<file path="config.mk">
export PLATFORM = sky130hd
export DESIGN_NAME = midpoint_ellipse_rasterizer_flat
export DESIGN_NICKNAME = d
export VERILOG_FILES = /design/src/sv/mer_pkg.sv /design/src/sv/mer_item_if.sv /design/src/sv/mer_result_if.sv /design/src/sv/midpoint_ellipse_rasterizer.sv /design/src/sv/mer_datapath.sv /design/src/sv/mer_ctrl.sv /design/src/flat_wrapper.sv
export VERILOG_INCLUDE_DIRS = /design/src /design/src/sv
export SDC_FILE = /design/constraint.sdc
export NUM_CORES = 2
export LEC_CHECK = 0
export BUFFER_PORTS_ARGS = -buffer_cell sky130_fd_sc_hd__buf_2
export CORE_MARGIN = 4
export CORE_UTILIZATION = 50
export DETAILED_ROUTE_END_ITERATION = 8
export GPL_ROUTABILITY_DRIVEN = 0
export PLACE_DENSITY = 0.64
export SETUP_SLACK_MARGIN = 0.3
export SYNTH_ARGS = -nofsm -noshare
export SYNTH_HDL_FRONTEND = slang
export SYNTH_SLANG_ARGS = --single-unit
</file>
<file path="constraint.sdc">
create_clock -name clk -period 14.21 [get_ports clk]
set_clock_uncertainty 0.15 [all_clocks]
set_input_delay 2.1315 -clock clk [delete_from_list [all_inputs] [get_ports clk]]
set_output_delay 2.1315 -clock clk [all_outputs]
set_load 0.01 [all_outputs]
</file>
<file path="src/sv/midpoint_ellipse_rasterizer_defines.svh">
// ---------------------------------------------------------------------------
// Midpoint ellipse rasterizer assertion macros
// Concurrent check wrappers; they expand to nothing for synthesis.
// ---------------------------------------------------------------------------
`ifndef MIDPOINT_ELLIPSE_RASTERIZER_DEFINES_SVH
`define MIDPOINT_ELLIPSE_RASTERIZER_DEFINES_SVH

`ifndef SYNTHESIS
// check gated off while reset is high
`define MER_ASSERT(lbl, clk, rst, prop, msg) \
  lbl: assert property (@(posedge clk) disable iff (rst) prop) else $error(msg);
// check that also holds across reset
`define MER_ASSERT_ALWAYS(lbl, clk, prop, msg) \
  lbl: assert property (@(posedge clk) prop) else $error(msg);
`else
`define MER_ASSERT(lbl, clk, rst, prop, msg)
`define MER_ASSERT_ALWAYS(lbl, clk, prop, msg)
`endif

`endif

</file>
<file path="src/sv/mer_pkg.sv">
// ---------------------------------------------------------------------------
// Midpoint ellipse rasterizer package
// Action codes and the command/status bundles between controller and datapath.
// ---------------------------------------------------------------------------
`timescale 1ns / 1ps

package mer_pkg;

  localparam logic ACT_START = 1'b0;
  localparam logic ACT_STEP  = 1'b1;

  typedef logic [3:0] mul_op_t;
  typedef logic [2:0] acc_op_t;
  typedef logic [1:0] pos_op_t;

  // multiplier operand select
  localparam mul_op_t MUL_NONE    = 4'd0;
  localparam mul_op_t MUL_RXRX    = 4'd1;  // rx2  <= rx * rx
  localparam mul_op_t MUL_RYRY    = 4'd2;  // ry2  <= ry * ry
  localparam mul_op_t MUL_RX2_RY  = 4'd3;  // prod <= rx2 * ry
  localparam mul_op_t MUL_TXTX    = 4'd4;  // prod <= (2x+1)^2
  localparam mul_op_t MUL_RY2_P   = 4'd5;  // prod <= ry2 * prod
  localparam mul_op_t MUL_TYTY    = 4'd6;  // prod <= (y-1)^2
  localparam mul_op_t MUL_RX2_P   = 4'd7;  // prod <= rx2 * prod
  localparam mul_op_t MUL_RX2_RY2 = 4'd8;  // prod <= rx2 * ry2

  // decision register update
  localparam acc_op_t ACC_NONE = 3'd0;
  localparam acc_op_t ACC_INIT = 3'd1;
  localparam acc_op_t ACC_R1   = 3'd2;
  localparam acc_op_t ACC_R2   = 3'd3;
  localparam acc_op_t ACC_LOAD = 3'd4;
  localparam acc_op_t ACC_ADD4 = 3'd5;
  localparam acc_op_t ACC_SUB4 = 3'd6;

  // offset and slope update
  localparam pos_op_t POS_NONE = 2'd0;
  localparam pos_op_t POS_INIT = 2'd1;
  localparam pos_op_t POS_R1   = 2'd2;
  localparam pos_op_t POS_R2   = 2'd3;

  typedef struct packed {
    logic    in_load;
    mul_op_t mul_op;
    acc_op_t acc_op;
    pos_op_t pos_op;
    logic    out_load;
    logic    out_zero;
  } cmd_t;

  typedef struct packed {
    logic slope_lt;  // slope_x < slope_y
    logic y_zero;
    logic out_free;
  } sts_t;

endpackage

</file>
<file path="src/sv/mer_item_if.sv">
// ---------------------------------------------------------------------------
// Midpoint ellipse rasterizer input channel
// Valid/ready channel carrying one start or step item.
// ---------------------------------------------------------------------------
`timescale 1ns / 1ps

interface mer_item_if #(
  parameter int COORD_BITS  = 12,
  parameter int RADIUS_BITS = 10
);
  logic                          valid;
  logic                          ready;
  logic                          action;
  logic signed [COORD_BITS-1:0]  center_x;
  logic signed [COORD_BITS-1:0]  center_y;
  logic        [RADIUS_BITS-1:0] radius_x;
  logic        [RADIUS_BITS-1:0] radius_y;

  modport source (output valid, action, center_x, center_y, radius_x, radius_y,
                  input ready);
  modport sink   (input valid, action, center_x, center_y, radius_x, radius_y,
                  output ready);
endinterface

</file>
<file path="src/sv/mer_result_if.sv">
// ---------------------------------------------------------------------------
// Midpoint ellipse rasterizer result channel
// Valid/ready channel carrying one set of four mirrored points.
// ---------------------------------------------------------------------------
`timescale 1ns / 1ps

interface mer_result_if #(
  parameter int COORD_BITS = 12
);
  logic                      valid;
  logic                      ready;
  logic                      valid_res;
  logic signed [COORD_BITS:0] point_a_x;
  logic signed [COORD_BITS:0] point_a_y;
  logic signed [COORD_BITS:0] point_b_x;
  logic signed [COORD_BITS:0] point_b_y;
  logic signed [COORD_BITS:0] point_c_x;
  logic signed [COORD_BITS:0] point_c_y;
  logic signed [COORD_BITS:0] point_d_x;
  logic signed [COORD_BITS:0] point_d_y;
  logic                      last;

  modport source (output valid, valid_res, point_a_x, point_a_y, point_b_x, point_b_y,
                  point_c_x, point_c_y, point_d_x, point_d_y, last,
                  input ready);
  modport sink   (input valid, valid_res, point_a_x, point_a_y, point_b_x, point_b_y,
                  point_c_x, point_c_y, point_d_x, point_d_y, last,
                  output ready);
endinterface

</file>
<file path="src/sv/midpoint_ellipse_rasterizer.sv">
// ---------------------------------------------------------------------------
// Midpoint ellipse rasterizer
// Walks one quadrant of an ellipse and returns four mirrored points per item.
// ---------------------------------------------------------------------------
// Usage:
//   item   : valid/ready input. action = start (latch centre and radii) or
//            step (advance one point). Accepted when valid && ready.
//   result : valid/ready output, exactly one item per accepted input item.
//            A step with no ellipse in progress gives valid_res = 0 and zeros.
//   Sequence, accept to result valid:
//     start                    three multiplies, set-up, load
//     step in region 1 or 2    offset update, decision update and load
//     first step of region 2   set-up states M1 to M6, then a region 2 step
//     step while idle          result load only
//   One item is worked at a time; the next is taken once the controller is
//   back in idle after its result is loaded. The walk is limited by the
//   point-to-point dependence through the decision register.
//   The result register lets a new item be taken while a result waits.
//   Stall: if result is not taken, the finished point waits in the
//   controller until the result register frees; no item is accepted then.
//   Reset (rst, synchronous): returns to idle with no result pending.
// ---------------------------------------------------------------------------
`timescale 1ns / 1ps

module midpoint_ellipse_rasterizer #(
  parameter int COORD_BITS  = 12,
  parameter int RADIUS_BITS = 10
) (
  input  logic                clk,
  input  logic                rst,
  mer_item_if.sink            item,
  mer_result_if.source        result
);

  mer_pkg::cmd_t cmd;
  mer_pkg::sts_t sts;

  // controller: phase, step sequencing, result hand-off
  mer_ctrl u_ctrl (
    .clk       (clk),
    .rst       (rst),
    .in_valid  (item.valid),
    .in_action (item.action),
    .in_ready  (item.ready),
    .sts       (sts),
    .cmd       (cmd)
  );

  // datapath: shared multiplier, decision and slope registers, result register
  mer_datapath #(
    .COORD_BITS  (COORD_BITS),
    .RADIUS_BITS (RADIUS_BITS)
  ) u_dp (
    .clk       (clk),
    .rst       (rst),
    .cmd       (cmd),
    .sts       (sts),
    .center_x  (item.center_x),
    .center_y  (item.center_y),
    .radius_x  (item.radius_x),
    .radius_y  (item.radius_y),
    .out_ready (result.ready),
    .out_valid (result.valid),
    .valid_res (result.valid_res),
    .point_a_x (result.point_a_x),
    .point_a_y (result.point_a_y),
    .point_b_x (result.point_b_x),
    .point_b_y (result.point_b_y),
    .point_c_x (result.point_c_x),
    .point_c_y (result.point_c_y),
    .point_d_x (result.point_d_x),
    .point_d_y (result.point_d_y),
    .last      (result.last)
  );

endmodule

</file>
<file path="src/sv/mer_datapath.sv">
// ---------------------------------------------------------------------------
// Midpoint ellipse rasterizer datapath
// Shared multiplier, decision/slope/offset registers and the result register.
// ---------------------------------------------------------------------------
`timescale 1ns / 1ps
`include "midpoint_ellipse_rasterizer_defines.svh"

module mer_datapath #(
  parameter int COORD_BITS  = 12,
  parameter int RADIUS_BITS = 10
) (
  input  logic                          clk,
  input  logic                          rst,
  input  mer_pkg::cmd_t                 cmd,
  output mer_pkg::sts_t                 sts,
  input  logic signed [COORD_BITS-1:0]  center_x,
  input  logic signed [COORD_BITS-1:0]  center_y,
  input  logic        [RADIUS_BITS-1:0] radius_x,
  input  logic        [RADIUS_BITS-1:0] radius_y,
  input  logic                          out_ready,
  output logic                          out_valid,
  output logic                          valid_res,
  output logic signed [COORD_BITS:0]    point_a_x,
  output logic signed [COORD_BITS:0]    point_a_y,
  output logic signed [COORD_BITS:0]    point_b_x,
  output logic signed [COORD_BITS:0]    point_b_y,
  output logic signed [COORD_BITS:0]    point_c_x,
  output logic signed [COORD_BITS:0]    point_c_y,
  output logic signed [COORD_BITS:0]    point_d_x,
  output logic signed [COORD_BITS:0]    point_d_y,
  output logic                          last
);

  localparam int XW = RADIUS_BITS + 2;     // offsets, margin over the radius
  localparam int OW = COORD_BITS + 1;      // output coordinates
  localparam int MA = 2 * RADIUS_BITS;     // multiplier port A
  localparam int MB = 2 * (XW + 1);        // multiplier port B, holds (2x+1)^2
  localparam int PW = MA + MB;             // product
  localparam int SW = 3 * RADIUS_BITS + 4; // slope terms, signed
  localparam int DW = PW + 4;              // decision, signed

  logic signed [COORD_BITS-1:0]  cen_x, cen_y;
  logic        [RADIUS_BITS-1:0] rad_x, rad_y;
  logic        [MA-1:0]          rx2, ry2;
  logic        [PW-1:0]          prod;
  logic        [XW-1:0]          off_x, off_y;
  logic signed [SW-1:0]          slope_x, slope_y;
  logic signed [DW-1:0]          decision;

  logic        [MA-1:0]          mul_a;
  logic        [MB-1:0]          mul_b;
  logic        [PW-1:0]          product;
  logic        [XW:0]            tx;
  logic        [XW-1:0]          ty;
  logic                          dec_neg, dec_pos;
  logic signed [SW-1:0]          two_rx2, two_ry2;
  logic signed [DW-1:0]          rx2_d, ry2_d, prod_d, sx_d, sy_d;
  logic signed [DW-1:0]          r1_sub, r2_add, acc_term;

  assign tx = {off_x, 1'b1};
  assign ty = off_y - 1'b1;

  // operand select for the single multiplier
  always_comb begin
    mul_a = '0;
    mul_b = '0;
    unique case (cmd.mul_op)
      mer_pkg::MUL_NONE: begin
      end
      mer_pkg::MUL_RXRX: begin
        mul_a = MA'(rad_x);
        mul_b = MB'(rad_x);
      end
      mer_pkg::MUL_RYRY: begin
        mul_a = MA'(rad_y);
        mul_b = MB'(rad_y);
      end
      mer_pkg::MUL_RX2_RY: begin
        mul_a = rx2;
        mul_b = MB'(rad_y);
      end
      mer_pkg::MUL_TXTX: begin
        mul_a = MA'(tx);
        mul_b = MB'(tx);
      end
      mer_pkg::MUL_RY2_P: begin
        mul_a = ry2;
        mul_b = prod[MB-1:0];
      end
      mer_pkg::MUL_TYTY: begin
        mul_a = MA'(ty);
        mul_b = MB'(ty);
      end
      mer_pkg::MUL_RX2_P: begin
        mul_a = rx2;
        mul_b = prod[MB-1:0];
      end
      mer_pkg::MUL_RX2_RY2: begin
        mul_a = rx2;
        mul_b = MB'(ry2);
      end
      default: begin
      end
    endcase
  end

  assign product = PW'(mul_a) * PW'(mul_b);

  assign dec_neg = decision[DW-1];
  assign dec_pos = !decision[DW-1] && (decision != '0);

  assign two_rx2 = $signed(SW'(rx2)) <<< 1;
  assign two_ry2 = $signed(SW'(ry2)) <<< 1;
  assign rx2_d   = $signed(DW'(rx2));
  assign ry2_d   = $signed(DW'(ry2));
  assign prod_d  = $signed(DW'(prod));
  assign sx_d    = DW'(slope_x);
  assign sy_d    = DW'(slope_y);

  always_comb begin
    r1_sub   = dec_neg ? '0 : sy_d;
    r2_add   = dec_pos ? '0 : sx_d;
    acc_term = '0;
    unique case (cmd.acc_op)
      mer_pkg::ACC_INIT: acc_term = (ry2_d <<< 2) - (prod_d <<< 2) + rx2_d;
      mer_pkg::ACC_R1:   acc_term = decision + ((ry2_d + sx_d - r1_sub) <<< 2);
      mer_pkg::ACC_R2:   acc_term = decision + ((rx2_d - sy_d + r2_add) <<< 2);
      mer_pkg::ACC_LOAD: acc_term = prod_d;
      mer_pkg::ACC_ADD4: acc_term = decision + (prod_d <<< 2);
      mer_pkg::ACC_SUB4: acc_term = decision - (prod_d <<< 2);
      default:           acc_term = decision;
    endcase
  end

  always_ff @(posedge clk) begin
    if (cmd.in_load) begin
      cen_x <= center_x;
      cen_y <= center_y;
      rad_x <= radius_x;
      rad_y <= radius_y;
    end

    case (cmd.mul_op)
      mer_pkg::MUL_NONE: begin
      end
      mer_pkg::MUL_RXRX: rx2  <= product[MA-1:0];
      mer_pkg::MUL_RYRY: ry2  <= product[MA-1:0];
      default:           prod <= product;
    endcase

    if (cmd.acc_op != mer_pkg::ACC_NONE) begin
      decision <= acc_term;
    end

    unique case (cmd.pos_op)
      mer_pkg::POS_NONE: begin
      end
      mer_pkg::POS_INIT: begin
        off_x   <= '0;
        off_y   <= XW'(rad_y);
        slope_x <= '0;
        slope_y <= $signed(SW'(prod)) <<< 1;
      end
      mer_pkg::POS_R1: begin
        off_x   <= off_x + 1'b1;
        slope_x <= slope_x + two_ry2;
        if (!dec_neg) begin
          off_y   <= off_y - 1'b1;
          slope_y <= slope_y - two_rx2;
        end
      end
      mer_pkg::POS_R2: begin
        off_y   <= off_y - 1'b1;
        slope_y <= slope_y - two_rx2;
        if (!dec_pos) begin
          off_x   <= off_x + 1'b1;
          slope_x <= slope_x + two_ry2;
        end
      end
      default: begin
      end
    endcase
  end

  // result register; coordinates wrap to OW bits
  always_ff @(posedge clk) begin
    if (cmd.out_load) begin
      if (cmd.out_zero) begin
        valid_res <= 1'b0;
        point_a_x <= '0;
        point_a_y <= '0;
        point_b_x <= '0;
        point_b_y <= '0;
        point_c_x <= '0;
        point_c_y <= '0;
        point_d_x <= '0;
        point_d_y <= '0;
        last      <= 1'b0;
      end else begin
        valid_res <= 1'b1;
        point_a_x <= OW'(cen_x) + OW'(off_x);
        point_a_y <= OW'(cen_y) + OW'(off_y);
        point_b_x <= OW'(cen_x) + OW'(off_x);
        point_b_y <= OW'(cen_y) - OW'(off_y);
        point_c_x <= OW'(cen_x) - OW'(off_x);
        point_c_y <= OW'(cen_y) - OW'(off_y);
        point_d_x <= OW'(cen_x) - OW'(off_x);
        point_d_y <= OW'(cen_y) + OW'(off_y);
        last      <= (off_y == '0);
      end
    end
  end

  always_ff @(posedge clk) begin
    if (rst) begin
      out_valid <= 1'b0;
    end else if (cmd.out_load) begin
      out_valid <= 1'b1;
    end else if (out_ready) begin
      out_valid <= 1'b0;
    end
  end

  assign sts.slope_lt = (slope_x < slope_y);
  assign sts.y_zero   = (off_y == '0);
  assign sts.out_free = !out_valid || out_ready;

  `MER_ASSERT(a_r1_only_below_slope, clk, rst,
    (cmd.pos_op == mer_pkg::POS_R1) |-> sts.slope_lt, "region 1 step past slope crossing")
  `MER_ASSERT(a_r2_y_positive, clk, rst,
    (cmd.pos_op == mer_pkg::POS_R2) |-> !sts.y_zero, "region 2 step with y already zero")
  `MER_ASSERT(a_r1_x_advances, clk, rst,
    (cmd.pos_op == mer_pkg::POS_R1) |=> (off_x == XW'($past(off_x) + 1'b1)), "x not advanced")
  `MER_ASSERT(a_load_into_free, clk, rst,
    cmd.out_load |-> sts.out_free, "result overwritten before taken")

endmodule

</file>
<file path="src/sv/mer_ctrl.sv">
// ---------------------------------------------------------------------------
// Midpoint ellipse rasterizer controller
// Sequences start set-up, region steps, region 2 set-up and result hand-off.
// ---------------------------------------------------------------------------
`timescale 1ns / 1ps
`include "midpoint_ellipse_rasterizer_defines.svh"

module mer_ctrl (
  input  logic          clk,
  input  logic          rst,
  input  logic          in_valid,
  input  logic          in_action,
  output logic          in_ready,
  input  mer_pkg::sts_t sts,
  output mer_pkg::cmd_t cmd
);

  localparam logic [3:0] S_IDLE = 4'd0;
  localparam logic [3:0] S_SQX  = 4'd1;
  localparam logic [3:0] S_SQY  = 4'd2;
  localparam logic [3:0] S_RXRY = 4'd3;
  localparam logic [3:0] S_INIT = 4'd4;
  localparam logic [3:0] S_EMIT = 4'd5;
  localparam logic [3:0] S_R1A  = 4'd6;
  localparam logic [3:0] S_R1B  = 4'd7;
  localparam logic [3:0] S_M1   = 4'd8;
  localparam logic [3:0] S_M2   = 4'd9;
  localparam logic [3:0] S_M3   = 4'd10;
  localparam logic [3:0] S_M4   = 4'd11;
  localparam logic [3:0] S_M5   = 4'd12;
  localparam logic [3:0] S_M6   = 4'd13;
  localparam logic [3:0] S_R2A  = 4'd14;
  localparam logic [3:0] S_R2B  = 4'd15;

  localparam logic [1:0] PH_IDLE = 2'd0;
  localparam logic [1:0] PH_REG1 = 2'd1;
  localparam logic [1:0] PH_REG2 = 2'd2;

  logic [3:0] state, state_next;
  logic [1:0] phase;
  logic       accept;

  assign in_ready = (state == S_IDLE);
  assign accept   = in_valid && in_ready;

  always_comb begin
    state_next = state;
    cmd        = '0;
    unique case (state)
      S_IDLE: begin
        if (accept) begin
          if (in_action == mer_pkg::ACT_START) begin
            cmd.in_load = 1'b1;
            state_next  = S_SQX;
          end else if (phase == PH_IDLE) begin
            state_next = S_EMIT;
          end else if (phase == PH_REG1 && sts.slope_lt) begin
            state_next = S_R1A;
          end else if (phase == PH_REG1) begin
            state_next = S_M1;
          end else begin
            state_next = S_R2A;
          end
        end
      end
      S_SQX: begin
        cmd.mul_op = mer_pkg::MUL_RXRX;
        state_next = S_SQY;
      end
      S_SQY: begin
        cmd.mul_op = mer_pkg::MUL_RYRY;
        state_next = S_RXRY;
      end
      S_RXRY: begin
        cmd.mul_op = mer_pkg::MUL_RX2_RY;
        state_next = S_INIT;
      end
      S_INIT: begin
        cmd.pos_op = mer_pkg::POS_INIT;
        cmd.acc_op = mer_pkg::ACC_INIT;
        state_next = S_EMIT;
      end
      S_EMIT: begin
        if (sts.out_free) begin
          cmd.out_load = 1'b1;
          cmd.out_zero = (phase == PH_IDLE);
          state_next   = S_IDLE;
        end
      end
      S_R1A: begin
        cmd.pos_op = mer_pkg::POS_R1;
        state_next = S_R1B;
      end
      S_R1B: begin
        cmd.acc_op = mer_pkg::ACC_R1;
        if (sts.out_free) begin
          cmd.out_load = 1'b1;
          state_next   = S_IDLE;
        end else begin
          state_next = S_EMIT;
        end
      end
      S_M1: begin
        cmd.mul_op = mer_pkg::MUL_TXTX;
        state_next = S_M2;
      end
      S_M2: begin
        cmd.mul_op = mer_pkg::MUL_RY2_P;
        state_next = S_M3;
      end
      S_M3: begin
        cmd.mul_op = mer_pkg::MUL_TYTY;
        cmd.acc_op = mer_pkg::ACC_LOAD;
        state_next = S_M4;
      end
      S_M4: begin
        cmd.mul_op = mer_pkg::MUL_RX2_P;
        state_next = S_M5;
      end
      S_M5: begin
        cmd.mul_op = mer_pkg::MUL_RX2_RY2;
        cmd.acc_op = mer_pkg::ACC_ADD4;
        state_next = S_M6;
      end
      S_M6: begin
        cmd.acc_op = mer_pkg::ACC_SUB4;
        state_next = S_R2A;
      end
      S_R2A: begin
        cmd.pos_op = mer_pkg::POS_R2;
        state_next = S_R2B;
      end
      S_R2B: begin
        cmd.acc_op = mer_pkg::ACC_R2;
        if (sts.out_free) begin
          cmd.out_load = 1'b1;
          state_next   = S_IDLE;
        end else begin
          state_next = S_EMIT;
        end
      end
      default: state_next = S_IDLE;
    endcase
  end

  always_ff @(posedge clk) begin
    if (rst) begin
      state <= S_IDLE;
      phase <= PH_IDLE;
    end else begin
      state <= state_next;
      if (state == S_INIT) begin
        phase <= PH_REG1;
      end else if (state == S_M6) begin
        phase <= PH_REG2;
      end else if (cmd.out_load && !cmd.out_zero && sts.y_zero) begin
        phase <= PH_IDLE;
      end
    end
  end

  `MER_ASSERT_ALWAYS(a_reset_state, clk,
    rst |=> (state == S_IDLE && phase == PH_IDLE), "reset did not clear controller")
  `MER_ASSERT(a_load_then_idle, clk, rst,
    cmd.out_load |=> (state == S_IDLE), "no return to idle after result")
  `MER_ASSERT(a_reg2_entry, clk, rst,
    (phase == PH_REG2 && $past(phase) != PH_REG2) |-> ($past(state) == S_M6),
    "region 2 entered without set-up")
  `MER_ASSERT(a_no_accept_on_load, clk, rst,
    accept |-> !cmd.out_load, "item accepted while result loads")

endmodule
</file>
<file path="src/flat_wrapper.sv">
// flat-port wrapper written by rule: the top's interface ports become plain ports
module midpoint_ellipse_rasterizer_flat 
#(
  parameter int COORD_BITS  = 12,
  parameter int RADIUS_BITS = 10
)
  (clk, rst, item_valid, item_action, item_center_x, item_center_y, item_radius_x, item_radius_y, item_ready, result_valid, result_valid_res, result_point_a_x, result_point_a_y, result_point_b_x, result_point_b_y, result_point_c_x, result_point_c_y, result_point_d_x, result_point_d_y, result_last, result_ready);
  mer_item_if #(.COORD_BITS(COORD_BITS), .RADIUS_BITS(RADIUS_BITS)) item_i ();
  mer_result_if #(.COORD_BITS(COORD_BITS)) result_i ();
  input  logic clk;
  input  logic rst;
  input wire logic [$bits(item_i.valid)-1:0] item_valid;
  input wire logic [$bits(item_i.action)-1:0] item_action;
  input wire logic [$bits(item_i.center_x)-1:0] item_center_x;
  input wire logic [$bits(item_i.center_y)-1:0] item_center_y;
  input wire logic [$bits(item_i.radius_x)-1:0] item_radius_x;
  input wire logic [$bits(item_i.radius_y)-1:0] item_radius_y;
  output wire logic [$bits(item_i.ready)-1:0] item_ready;
  output wire logic [$bits(result_i.valid)-1:0] result_valid;
  output wire logic [$bits(result_i.valid_res)-1:0] result_valid_res;
  output wire logic [$bits(result_i.point_a_x)-1:0] result_point_a_x;
  output wire logic [$bits(result_i.point_a_y)-1:0] result_point_a_y;
  output wire logic [$bits(result_i.point_b_x)-1:0] result_point_b_x;
  output wire logic [$bits(result_i.point_b_y)-1:0] result_point_b_y;
  output wire logic [$bits(result_i.point_c_x)-1:0] result_point_c_x;
  output wire logic [$bits(result_i.point_c_y)-1:0] result_point_c_y;
  output wire logic [$bits(result_i.point_d_x)-1:0] result_point_d_x;
  output wire logic [$bits(result_i.point_d_y)-1:0] result_point_d_y;
  output wire logic [$bits(result_i.last)-1:0] result_last;
  input wire logic [$bits(result_i.ready)-1:0] result_ready;
  assign item_i.valid = item_valid;
  assign item_i.action = item_action;
  assign item_i.center_x = item_center_x;
  assign item_i.center_y = item_center_y;
  assign item_i.radius_x = item_radius_x;
  assign item_i.radius_y = item_radius_y;
  assign item_ready = item_i.ready;
  assign result_valid = result_i.valid;
  assign result_valid_res = result_i.valid_res;
  assign result_point_a_x = result_i.point_a_x;
  assign result_point_a_y = result_i.point_a_y;
  assign result_point_b_x = result_i.point_b_x;
  assign result_point_b_y = result_i.point_b_y;
  assign result_point_c_x = result_i.point_c_x;
  assign result_point_c_y = result_i.point_c_y;
  assign result_point_d_x = result_i.point_d_x;
  assign result_point_d_y = result_i.point_d_y;
  assign result_last = result_i.last;
  assign result_i.ready = result_ready;
  midpoint_ellipse_rasterizer #(.COORD_BITS(COORD_BITS), .RADIUS_BITS(RADIUS_BITS)) u_core (.clk(clk), .rst(rst), .item(item_i), .result(result_i));
endmodule
</file>
==> results.md <==
- The flow ran to the end, and the final reports show no timing, DRC or antenna violations.
- The worst hold margin is 0.364 ns.
- In this run, the number of DRC markers left after iteration 0 of detailed routing was 4366.
- The startpoint of the worst register-to-register path is u_core.u_ctrl.state[1]$_SDFFE_PP0P_.
- Counting along the longest clock path gives a buffer depth of 3.
- Summed over all layers, the global routing overflow is 0.
- Among the stages of the critical path, the cell type that occurs most often is sky130_fd_sc_hd__fa_1.
- In this run the tightest slew margin relative to its limit is 14.3%.
- The final route contains 42900 vias.
- Dividing the detail-routed via count by the number of cells gives 5.96.
- Subtracting the final worst setup slack from the clock period gives 11.60 ns.
- Along the worst path, the maximum fanout reaches 49.
- The largest net degree at the start of global routing is 88.
- The power density over the cells is 219 nW/um^2.
- The launch instance of the worst min-delay path is u_core.u_ctrl.phase[1]$_SDFFE_PP0P_.
- The first-pass GRT wire length is 245000 um.
- The register area is 9810 um^2.
- The length in cells of the worst reg-to-reg path is 29.
- The post-detailed-routing wire length is 158000 um.
- The number of synthesized register bits is 329.
- STA puts the critical path data required time at 14.39 ns.
- The initial antenna violation count came to 2.
- Cells with a size suffix above 1 make up 6.34% of the layout.
- After legalization and detailed placement, the total HPWL measured 126000 um.
- The DRC violation count after routing is 0.
- Ranked by total cell area, the synthesized netlist is headed by sky130_fd_sc_hd__edfxtp_1 (19%), sky130_fd_sc_hd__fa_1 (19%), sky130_fd_sc_hd__ha_1 (12%).
- Of all cell types, the one taking the most synthesized area is sky130_fd_sc_hd__edfxtp_1.
- Setup repair after global routing left no endpoint under its margin.
- The proportion of synthesized flip-flops having asynchronous set or reset is 0%.
- The data arrival time of the worst path is 11.78 ns.
- The number of nets with antenna violations after routing is 0.
- In this run the worst hold path is classified as reg -> reg.
- The synthesized netlist devotes 18.0% of its cell area to simple gates.
- The via count of the first global-routing pass is 42000.
- For this run, the top clock speed supported by timing is 86.2 MHz.
- The worst setup path is of the reg -> reg kind.
- CTS saw 329 sinks.
- The fraction of post-synthesis cell area in the top cell type by area is 19.5%.
- For this run, the register share of the synthesized area comes to 19.8%.
- The synthesized netlist devotes 6.52% of its cell area to XOR and XNOR gates.
- In this run, synthesis inferred 322 flip-flops with an integrated enable.
- The count of final setup violators is 0.
- Counting the fill cells in the layout gives 9223.
- The floorplan step defined a die boundary enclosing 104000 um^2.
- The proportion of synthesized area in mux cells is 0.338%.
- The worst register-to-register path ends at u_core.u_dp.prod[44]$_DFFE_PN_.
- The count of buffers inserted at the top-level ports is 156.
- The area growth from synthesis to layout is 6.12%.
- The initialized floorplan defines 115 standard-cell rows.
- The TritonCTS clock tree is yes.
- The worst setup slack after placement is 2.77 ns.
- In this run, post-CTS repair resized a total of 0 instances.
- The total area of multi-input combinational cells is 35600 um^2.
- Clock-pin slew was measured on the worst setup and hold paths at 0.06 ns.
- The number of nets in the synthesized netlist is 6886.
- The area of the mapped netlist is 49600 um^2.
- By area, the combinational part of the netlist is dominated by adder cells.
- The final setup slack of the worst path is 2.61 ns.
- For this run, the leading register cell type out of synthesis is sky130_fd_sc_hd__edfxtp_1.
- The slowest stage cell on the critical path is sky130_fd_sc_hd__a221o_1.
- The die boundary height is 323 um.
- Of the available clock period, the critical path in the final layout requires 81.6%.
- A synthesized cell averages 8.42 um^2.
- The first TritonRoute pass finished after 7 iterations.
- The number of cells traversed by the worst hold path is 2.
- Across the run, the number of max-cap violations was 0.
- The adder and majority cell fraction of the synthesized area is 30.9%.
- The sink of the worst hold path is u_core.u_ctrl.phase[1]$_SDFFE_PP0P_.
- The commonest cells after synthesis are sky130_fd_sc_hd__inv_1 (809), sky130_fd_sc_hd__nand2_1 (658), sky130_fd_sc_hd__nor2_1 (547), sky130_fd_sc_hd__fa_1 (477), sky130_fd_sc_hd__ha_1 (462).
- After routing, the total negative slack on setup checks comes to 0 ns.
- The number of CTS-inserted buffers is 37.
- The root buffer selected by CTS is sky130_fd_sc_hd__clkbuf_16.
- 157 I/O pins were placed.
- The synthesized netlist devotes 15.7% of its cell area to compound gates.
- The slew of the pin with the lowest slew margin is 1.29 ns.
- The library cell with the highest instance count after synthesis is sky130_fd_sc_hd__inv_1.
- The hold violation count in the final report was 0.
- The number of buffers added to fix hold violations after cts is 0.
- The combined global-route utilization of all metal layers is 30.2%.
- The H-tree depth is 2.
- IR analysis of the VDD net gives a maximum drop of 0.000144 V.
- The initial core utilization is 50.4%.
- After detailed routing, the average wire length per cell comes to 22.0 um.
- In this run the standard cell core region covers 98400 um^2.
- The count of pins over their slew limit is 0.
- In this run the static leakage power is 23.7 nW.
- The net count of the finished layout is 6858.
- The kind of end point of the critical path is a flip-flop.
- During synthesis, Yosys emitted a total of 0 warnings.
- The latest clock arrival within the worst-skew pair is 0.60 ns.
- The internal reg-to-reg setup slack is 2.61 ns.
- The floorplan step set the die width to 323 um.
- The delay of the slowest cell on the worst path is 1.08 ns.
- The number of different library cells used by synthesis comes to 99.
- The number of setup buffers added after CTS is 0.
- Synthesis handed over a netlist of 5898 instances.
- The startpoint kind of the worst setup timing path is a flip-flop.
-- layer usage --
metal	track usage, %	up-vias	share of wire, %
met4	10.4	0	3.9
met5	0	-	0
met3	3.87	305	8.8
met2	48.4	1839	45
met1	42.4	20900	42
li1	-	19800	-
-- stage by stage --
step / cell area [um^2] / utilization, % / total power [W] / std cells
after floorplan: 49600 / - / 0.00798 / 5898
after global placement: 51300 / 52.2 / 0.0101 / 7118
after detailed placement: 51300 / 52.2 / 0.0102 / 7118
after CTS: 52700 / 53.5 / 0.0114 / 7185
after global routing: 52700 / 53.5 / 0.0124 / 7187
final: 52700 / 53.5 / 0.0115 / 7187
-- worst max path at each step --
stage | startpoint | endpoint | slack, ns | cells after the start
floorplan | u_core.u_ctrl.state[1]$_SDFFE_PP0P_ | u_core.u_dp.prod[44]$_DFFE_PN_ | 3.60 | 35
global placement | u_core.u_ctrl.state[1]$_SDFFE_PP0P_ | u_core.u_dp.prod[44]$_DFFE_PN_ | 2.87 | 31
detailed placement | u_core.u_ctrl.state[1]$_SDFFE_PP0P_ | u_core.u_dp.prod[44]$_DFFE_PN_ | 2.77 | 31
CTS | u_core.u_ctrl.state[1]$_SDFFE_PP0P_ | u_core.u_dp.prod[44]$_DFFE_PN_ | 2.73 | 31
global route | u_core.u_ctrl.state[0]$_SDFFE_PP0P_ | u_core.u_dp.prod[44]$_DFFE_PN_ | 1.79 | 38
finish | u_core.u_ctrl.state[1]$_SDFFE_PP0P_ | u_core.u_dp.prod[44]$_DFFE_PN_ | 2.61 | 29
-- cell type report --
class | count | share of cell area, %
clock inverters | 23 | 0.670
repair buffers | 227 | 2.49
clock buffers | 44 | 1.85
diodes | 2 | 0.00950
well taps | 1287 | 3.06
multi-input cells | 4464 | 67.5
flip-flops and latches | 329 | 18.6
inverters | 811 | 5.78
-- flip-flops by register name, indices dropped and copies added, names as in the netlist, 13 cells and up --
register and count:
u_core.u_dp.point_c_y 13, u_core.u_dp.prod 46, u_core.u_dp.ry2 20, u_core.u_dp.slope_y 33
u_core.u_dp.slope_x 33, u_core.u_dp.decision 50, u_core.u_dp.point_b_x 13, u_core.u_dp.rx2 20
-- kinds of logic after synthesis --
logic type	count (synthesis)
adder cells (fa/ha/maj)	939
AND/OR/NAND/NOR	1915
multiplexers	16
flip-flops	329
AO/OA/AOI/OAI	1226
XOR/XNOR	368
buffers and inverters	1105
-- placed cells by master, fill, tap and decap left out, types with 24 or more instances in the layout --
master and instances:
sky130_fd_sc_hd__a31oi_1 30, sky130_fd_sc_hd__o21ai_0 311, sky130_fd_sc_hd__a21oi_1 329, sky130_fd_sc_hd__o211ai_1 24
sky130_fd_sc_hd__nor4_1 39, sky130_fd_sc_hd__o21a_1 39, sky130_fd_sc_hd__a211oi_1 34, sky130_fd_sc_hd__nor2b_1 63
sky130_fd_sc_hd__o21bai_1 42, sky130_fd_sc_hd__a22oi_1 57, sky130_fd_sc_hd__buf_2 156, sky130_fd_sc_hd__nor2_1 543
sky130_fd_sc_hd__xor2_1 121, sky130_fd_sc_hd__nand2_1 656, sky130_fd_sc_hd__and2_1 62, sky130_fd_sc_hd__clkbuf_16 38
sky130_fd_sc_hd__nand2b_1 80, sky130_fd_sc_hd__edfxtp_1 322, sky130_fd_sc_hd__inv_1 809, sky130_fd_sc_hd__nand3_1 102
sky130_fd_sc_hd__nor3_1 106, sky130_fd_sc_hd__fa_1 477, sky130_fd_sc_hd__nand4_1 51, sky130_fd_sc_hd__o22ai_1 29
sky130_fd_sc_hd__ha_1 462, sky130_fd_sc_hd__buf_4 71, sky130_fd_sc_hd__a21o_1 114, sky130_fd_sc_hd__or3_1 46
sky130_fd_sc_hd__and3_1 51, sky130_fd_sc_hd__xnor2_1 246
-- worst max-delay path, delay by kind of cell, from the launching register on --
kind                     cells  cell delay (ns)
adder cells (fa/ha/maj)      8             3.86
AND/OR/NAND/NOR              5             1.40
AO/OA/AOI/OAI               12             4.64
XOR/XNOR                     1             0.15
flip-flops                   1             0.91
buffers and inverters        3             0.15
-- report_power, final --
group | switching, W | internal [W]
clock network | 0.000440 | 0.000641
registers | 0.000373 | 0.00150
logic | 0.00539 | 0.00319
total | 0.00621 | 0.00533
(Power assumes the default switching activity.)
